File: src/sv/tdpt_pkg.sv
`default_nettype none

package tdpt_pkg;

    // Default width of the tested value.
    localparam int VALUE_WIDTH_DEF = 32;

    // Parallel remainder lanes. Each lane owns one odd divisor of a group.
    // Must stay a power of two: the square update below relies on it.
    localparam int LANES = 8;

    // Dividend bits consumed by every lane in one cycle with a step command.
    localparam int STEPS = 4;

    // Divisor step between groups, and the terms of the square update:
    // (d + 2*LANES)^2 = d^2 + (d << LANE_SQ_SHIFT) + SQ_INC.
    localparam int D_INC         = 2 * LANES;
    localparam int LANE_SQ_SHIFT = $clog2(4 * LANES);
    localparam int SQ_INC        = 4 * LANES * LANES;

    // First odd divisor tried.
    localparam int FIRST_DIV = 3;

    // Commands from the controller to the datapath.
    typedef struct packed {
        logic load;     // capture a new word and set up the first group
        logic step;     // run one slice of the long division in every lane
        logic advance;  // move every lane to the next group of divisors
    } t_dp_cmd;

    // Status from the datapath to the controller.
    typedef struct packed {
        logic trivial;        // answer is known without any division
        logic trivial_prime;  // that answer (true only for two)
        logic in_range0;      // first lane's divisor squared fits under the value
        logic hit;            // some in-range lane left a zero remainder
    } t_dp_sts;

endpackage

`default_nettype wire

File: src/sv/tdpt_datapath.sv
`default_nettype none

module tdpt_datapath #(
    parameter int VALUE_WIDTH = tdpt_pkg::VALUE_WIDTH_DEF
) (
    input  wire logic                          i_clk,
    input  wire logic signed [VALUE_WIDTH-1:0] i_value,
    input  wire tdpt_pkg::t_dp_cmd             i_cmd,
    output tdpt_pkg::t_dp_sts                  o_sts
);

    // Divisors stay below 2^(VALUE_WIDTH/2) while the loop runs; two spare
    // bits cover the lanes of the last group and the final advance.
    localparam int D_WIDTH  = VALUE_WIDTH / 2 + 2;
    localparam int SQ_WIDTH = 2 * D_WIDTH;
    localparam int CYC      = (VALUE_WIDTH + tdpt_pkg::STEPS - 1) / tdpt_pkg::STEPS;
    localparam int SH_WIDTH = CYC * tdpt_pkg::STEPS;

    logic [VALUE_WIDTH-1:0] r_value;
    logic [SH_WIDTH-1:0]    r_sh;
    logic [D_WIDTH-1:0]     r_div [tdpt_pkg::LANES];
    logic [SQ_WIDTH-1:0]    r_sq  [tdpt_pkg::LANES];
    logic [D_WIDTH-1:0]     r_rem [tdpt_pkg::LANES];
    logic [D_WIDTH-1:0]     n_rem [tdpt_pkg::LANES];

    logic [SQ_WIDTH-1:0]       w_value_ext;
    logic [tdpt_pkg::LANES-1:0] w_in_range;
    logic [tdpt_pkg::LANES-1:0] w_zero;

    assign w_value_ext = SQ_WIDTH'(r_value);

    // Restoring long division, STEPS bits per cycle while stepping, in every lane.
    always_comb begin
        logic [D_WIDTH:0]   t;
        logic [D_WIDTH-1:0] rem;
        t   = '0;
        rem = '0;
        for (int k = 0; k < tdpt_pkg::LANES; k++) begin
            rem = r_rem[k];
            for (int j = 0; j < tdpt_pkg::STEPS; j++) begin
                t = {rem, r_sh[SH_WIDTH-1-j]};
                if (t >= {1'b0, r_div[k]}) begin
                    rem = D_WIDTH'(t - {1'b0, r_div[k]});
                end else begin
                    rem = t[D_WIDTH-1:0];
                end
            end
            n_rem[k] = rem;
        end
    end

    always_comb begin
        for (int k = 0; k < tdpt_pkg::LANES; k++) begin
            w_in_range[k] = (r_sq[k] <= w_value_ext);
            w_zero[k]     = (r_rem[k] == '0);
        end
    end

    always_ff @(posedge i_clk) begin
        if (i_cmd.load) begin
            r_value <= $unsigned(i_value);
            r_sh    <= SH_WIDTH'($unsigned(i_value));
            for (int k = 0; k < tdpt_pkg::LANES; k++) begin
                r_div[k] <= D_WIDTH'(tdpt_pkg::FIRST_DIV + 2 * k);
                r_sq[k]  <= SQ_WIDTH'((tdpt_pkg::FIRST_DIV + 2 * k)
                                      * (tdpt_pkg::FIRST_DIV + 2 * k));
                r_rem[k] <= '0;
            end
        end else if (i_cmd.advance) begin
            r_sh <= SH_WIDTH'(r_value);
            for (int k = 0; k < tdpt_pkg::LANES; k++) begin
                r_div[k] <= r_div[k] + D_WIDTH'(tdpt_pkg::D_INC);
                r_sq[k]  <= r_sq[k] + (SQ_WIDTH'(r_div[k]) << tdpt_pkg::LANE_SQ_SHIFT)
                            + SQ_WIDTH'(tdpt_pkg::SQ_INC);
                r_rem[k] <= '0;
            end
        end else if (i_cmd.step) begin
            r_sh <= r_sh << tdpt_pkg::STEPS;
            for (int k = 0; k < tdpt_pkg::LANES; k++) begin
                r_rem[k] <= n_rem[k];
            end
        end
    end

    // Negative, zero, one and every even value settle without division.
    assign o_sts.trivial = r_value[VALUE_WIDTH-1] || !r_value[0]
                           || (r_value[VALUE_WIDTH-1:1] == '0);
    assign o_sts.trivial_prime = (r_value == VALUE_WIDTH'(2));
    assign o_sts.in_range0     = w_in_range[0];
    assign o_sts.hit           = |(w_in_range & w_zero);

endmodule

`default_nettype wire

File: config.mk
export PLATFORM = sky130hd
export DESIGN_NAME = tdpt_datapath
export DESIGN_NICKNAME = d
export VERILOG_FILES = /design/src/sv/tdpt_pkg.sv /design/src/sv/tdpt_datapath.sv
export SDC_FILE = /design/constraint.sdc
export NUM_CORES = 2
export LEC_CHECK = 0
export BUFFER_PORTS_ARGS = -buffer_cell sky130_fd_sc_hd__buf_2
export CORE_MARGIN = 5
export CORE_UTILIZATION = 50
export DETAILED_ROUTE_END_ITERATION = 6
export PLACE_DENSITY = 0.73
export SETUP_SLACK_MARGIN = 0.05
export SLEW_MARGIN = 20
export SYNTH_ARGS = -nofsm -noshare
export SYNTH_HDL_FRONTEND = slang
export SYNTH_SLANG_ARGS = --single-unit
File: constraint.sdc
create_clock -name i_clk -period 15.6 [get_ports i_clk]
set_input_delay 3.9 -clock i_clk [delete_from_list [all_inputs] [get_ports i_clk]]
set_output_delay 3.9 -clock i_clk [all_outputs]
set_load 0.1 [all_outputs]
==> flow_summary.ini <==
[placed_design]
gp_congestion = 0.997
dp_hpwl_um = 148000
dp.cells = 9453
io_buffers = 39

[grt]
antenna_found_initial = 1
grt_first_pass_wirelength_um = 305000
gr-total-overflow = 0
grt_pass1_vias = 56048
track_usage = 0.273
grt_max_degree = 170

[worst_setup_path]
cp-start-kind = flip-flop
slowest_stage = or4_1
worstPathRequired_ns = 15.98
max_stage_delay_ns = 0.97
path_class = reg -> reg
arrival_ns = 12.56
end_kind = flip-flop
cp_max_fo = 24

[detailed_routing]
drt_pre_antenna_iters = 6
vias = 60075
wl_um = 197000
drc_errors = 0
viasPerCell = 6.26
detail-route-antenna-nets = 0
avgRoutedWirePerCell_um = 20.5
drtIter0Drc = 5586

[logic_synthesis]
ys_seq_area_frac = 0.258
syn-cell-area_um2 = 65400
ys_top_cells_by_area = edfxtp_1 (25%), ha_1 (17%), xnor2_1 (6.9%)
synth_ff_type = edfxtp_1
synth_top_cell_by_area = edfxtp_1
synth_warnings = 0
synth_top_area_frac = 0.253
ys_ff_latch = 568
avgSynthCellArea_um2 = 8.37
synth.net_count = 8747
synth_edf_count = 550
synthCells = 7806
synthDistinctLibCells = 99
synthArstFlopShare = 0

[clock_tree]
cts_num_sinks = 568
cts_buffers = 73
clockBufferDepth = 3
hold_buffers = 0
ctsRootBufferMaster = clkbuf_16
cts-resized-gates = 0
cts_tree = done
htreeDepth = 3
clk_latency_ns = 0.66
clkTransAtPathRegs_ns = 0.06
cts_setup_buffers = 0

[timing]
rsz0062_at_grt = no
worstMarginPinSlew_ns = 1.15
post-route-period-util = 0.781
hold_ws_ns = 0.512
fmax_ghz = 0.0821
hold_violations = 0
fin_setup_tns_ns = 0
slew_violations = 0
setup_viol = 0
relSlewSlack = 0.231
fin_skew_ns = 0.0375
fin_crit_ns = 12.18

[final_layout]
final_layout_size_suffix_gt1_frac = 0.0506
fin_nets = 8727
syn2layout_area_growth_pct = 7.15
fin_cells = 9589

[floorplan]
die_w_um = 372
die_h_um = 372
dieArea_um2 = 138000
core_um2 = 130000
fp-row-count = 132
initial_core_util = 0.504
io-pin-count = 40

[job]
maxCapViolations = 0

[outcome]
status = completed

[min_path]
hp-class = reg -> reg
## state kept, by name (all words and copies together), names as in the netlist
register	flops
r_rem	144
r_sq	248
r_value	32
r_div	112
r_sh	32
## metal layers
| metal | up-vias | wire length [µm] | track usage |
|---|---|---|---|
| met4 | 0 | 8700 | 0.113 |
| met1 | 28620 | 85400 | 0.367 |
| met3 | 432 | 14200 | 0.0358 |
| met2 | 2173 | 88500 | 0.444 |
| li1 | 28850 | - | - |
| met5 | - | 0 | 0 |
## cell type report
cell class	count	area, µm²
Antenna cell	3	7.51
Clock buffer	88	1900
Clock inverter	45	586
Fill cell	11781	59600
Inverter	438	1650
Multi-Input combinational cell	6608	46200
Sequential cell	568	16900
Tap cell	1742	2180
Timing Repair Buffer	97	649
## path summary, 6_finish.rpt
| check | slack [ns] | cells past startpoint | to | start |
|---|---|---|---|---|
| setup / recovery | 3.42 | 49 | r_rem[1][57] | r_sh[31] |
| hold / removal | 0.51 | 2 | r_rem[0][13] | r_rem[0][13] |
| setup reg to reg | 3.42 | 49 | r_rem[1][57] | r_sh[31] |
| hold reg to reg | 0.51 | 2 | r_rem[0][13] | r_rem[0][13] |
## worst max-delay path, delay by kind of cell (launching register included)
| family | cells | cell delay (ns) |
|---|---|---|
| muxes | 1 | 0.29 |
| adders and majority gates | 4 | 1.37 |
| buffers and inverters | 4 | 0.81 |
| AOI/OAI and AO/OA | 23 | 5.28 |
| and+or+nand+nor | 14 | 3.38 |
| xor gates and xnor gates | 3 | 0.34 |
| DFF | 1 | 0.38 |
## cells by family (layout without fill, tap and decap cells)
logic type      count (synthesis)  after routing  share of synthesized area
simple gates                 2625           2625                      0.195
mux                           195            195                     0.0314
fa+ha+maj                     905            905                      0.173
flops                         568            568                      0.258
compound gates               2169           2169                      0.210
buf+inv                       630            668                     0.0365
xor+xnor                      714            714                     0.0958
other cells                     0              3                          0
## cell usage in the layout, fill, tap and decap left out, types with 27 or more instances in the layout
cell type and instances:
buf_4 57, o21ai_0 496, o21bai_1 104, nor3b_1 33, ha_1 903, or2_2 37
or4_1 27, and2_1 58, edfxtp_1 550, nand3_1 238, xnor2_1 517, o21a_1 62
nor3_1 182, nor2b_1 94, nand2b_1 110, nor4_1 73, nor2_1 811, and3_1 102
nand2_1 553, nand4_1 147, o211ai_1 39, a21oi_1 699, mux2i_1 116, a21o_1 270
mux2_2 79, clkbuf_16 74, inv_1 434, xor2_1 196, a31oi_1 59, or3_1 68
a211oi_1 69, a21boi_0 33, buf_2 38, o31ai_1 44
## synthesized netlist by cell type (all sizes together) (44+ instances only)
library cell  count
a21oi           702
nand2b          111
o21a             62
nor3            184
nand4           147
mux2             79
nand2           555
ha              903
a21o            270
inv             437
xor2            196
xnor2           518
and3            102
nor4             74
nor2b            95
or3              68
clkbuf          162
a31oi            60
nor2            815
o31ai            44
o21ai           505
mux2i           116
nand3           239
a211oi           70
and2             60
o21bai          104
edfxtp          550
## through the flow
| stage | utilization | instance area (µm²) | setup slack [ns] |
|---|---|---|---|
| finish | 0.540 | 70000 | 3.42 |
| global route | 0.540 | 70000 | 2.50 |
| CTS | 0.540 | 70000 | 3.58 |
| detailed placement | 0.521 | 67500 | 3.64 |
| global placement | 0.521 | 67500 | 3.62 |
| floorplan | - | 65400 | 2.36 |
Power is left out: the tool's default activity adds up to more than one toggle a clock period on the data nets, which glitch-free logic cannot reach.
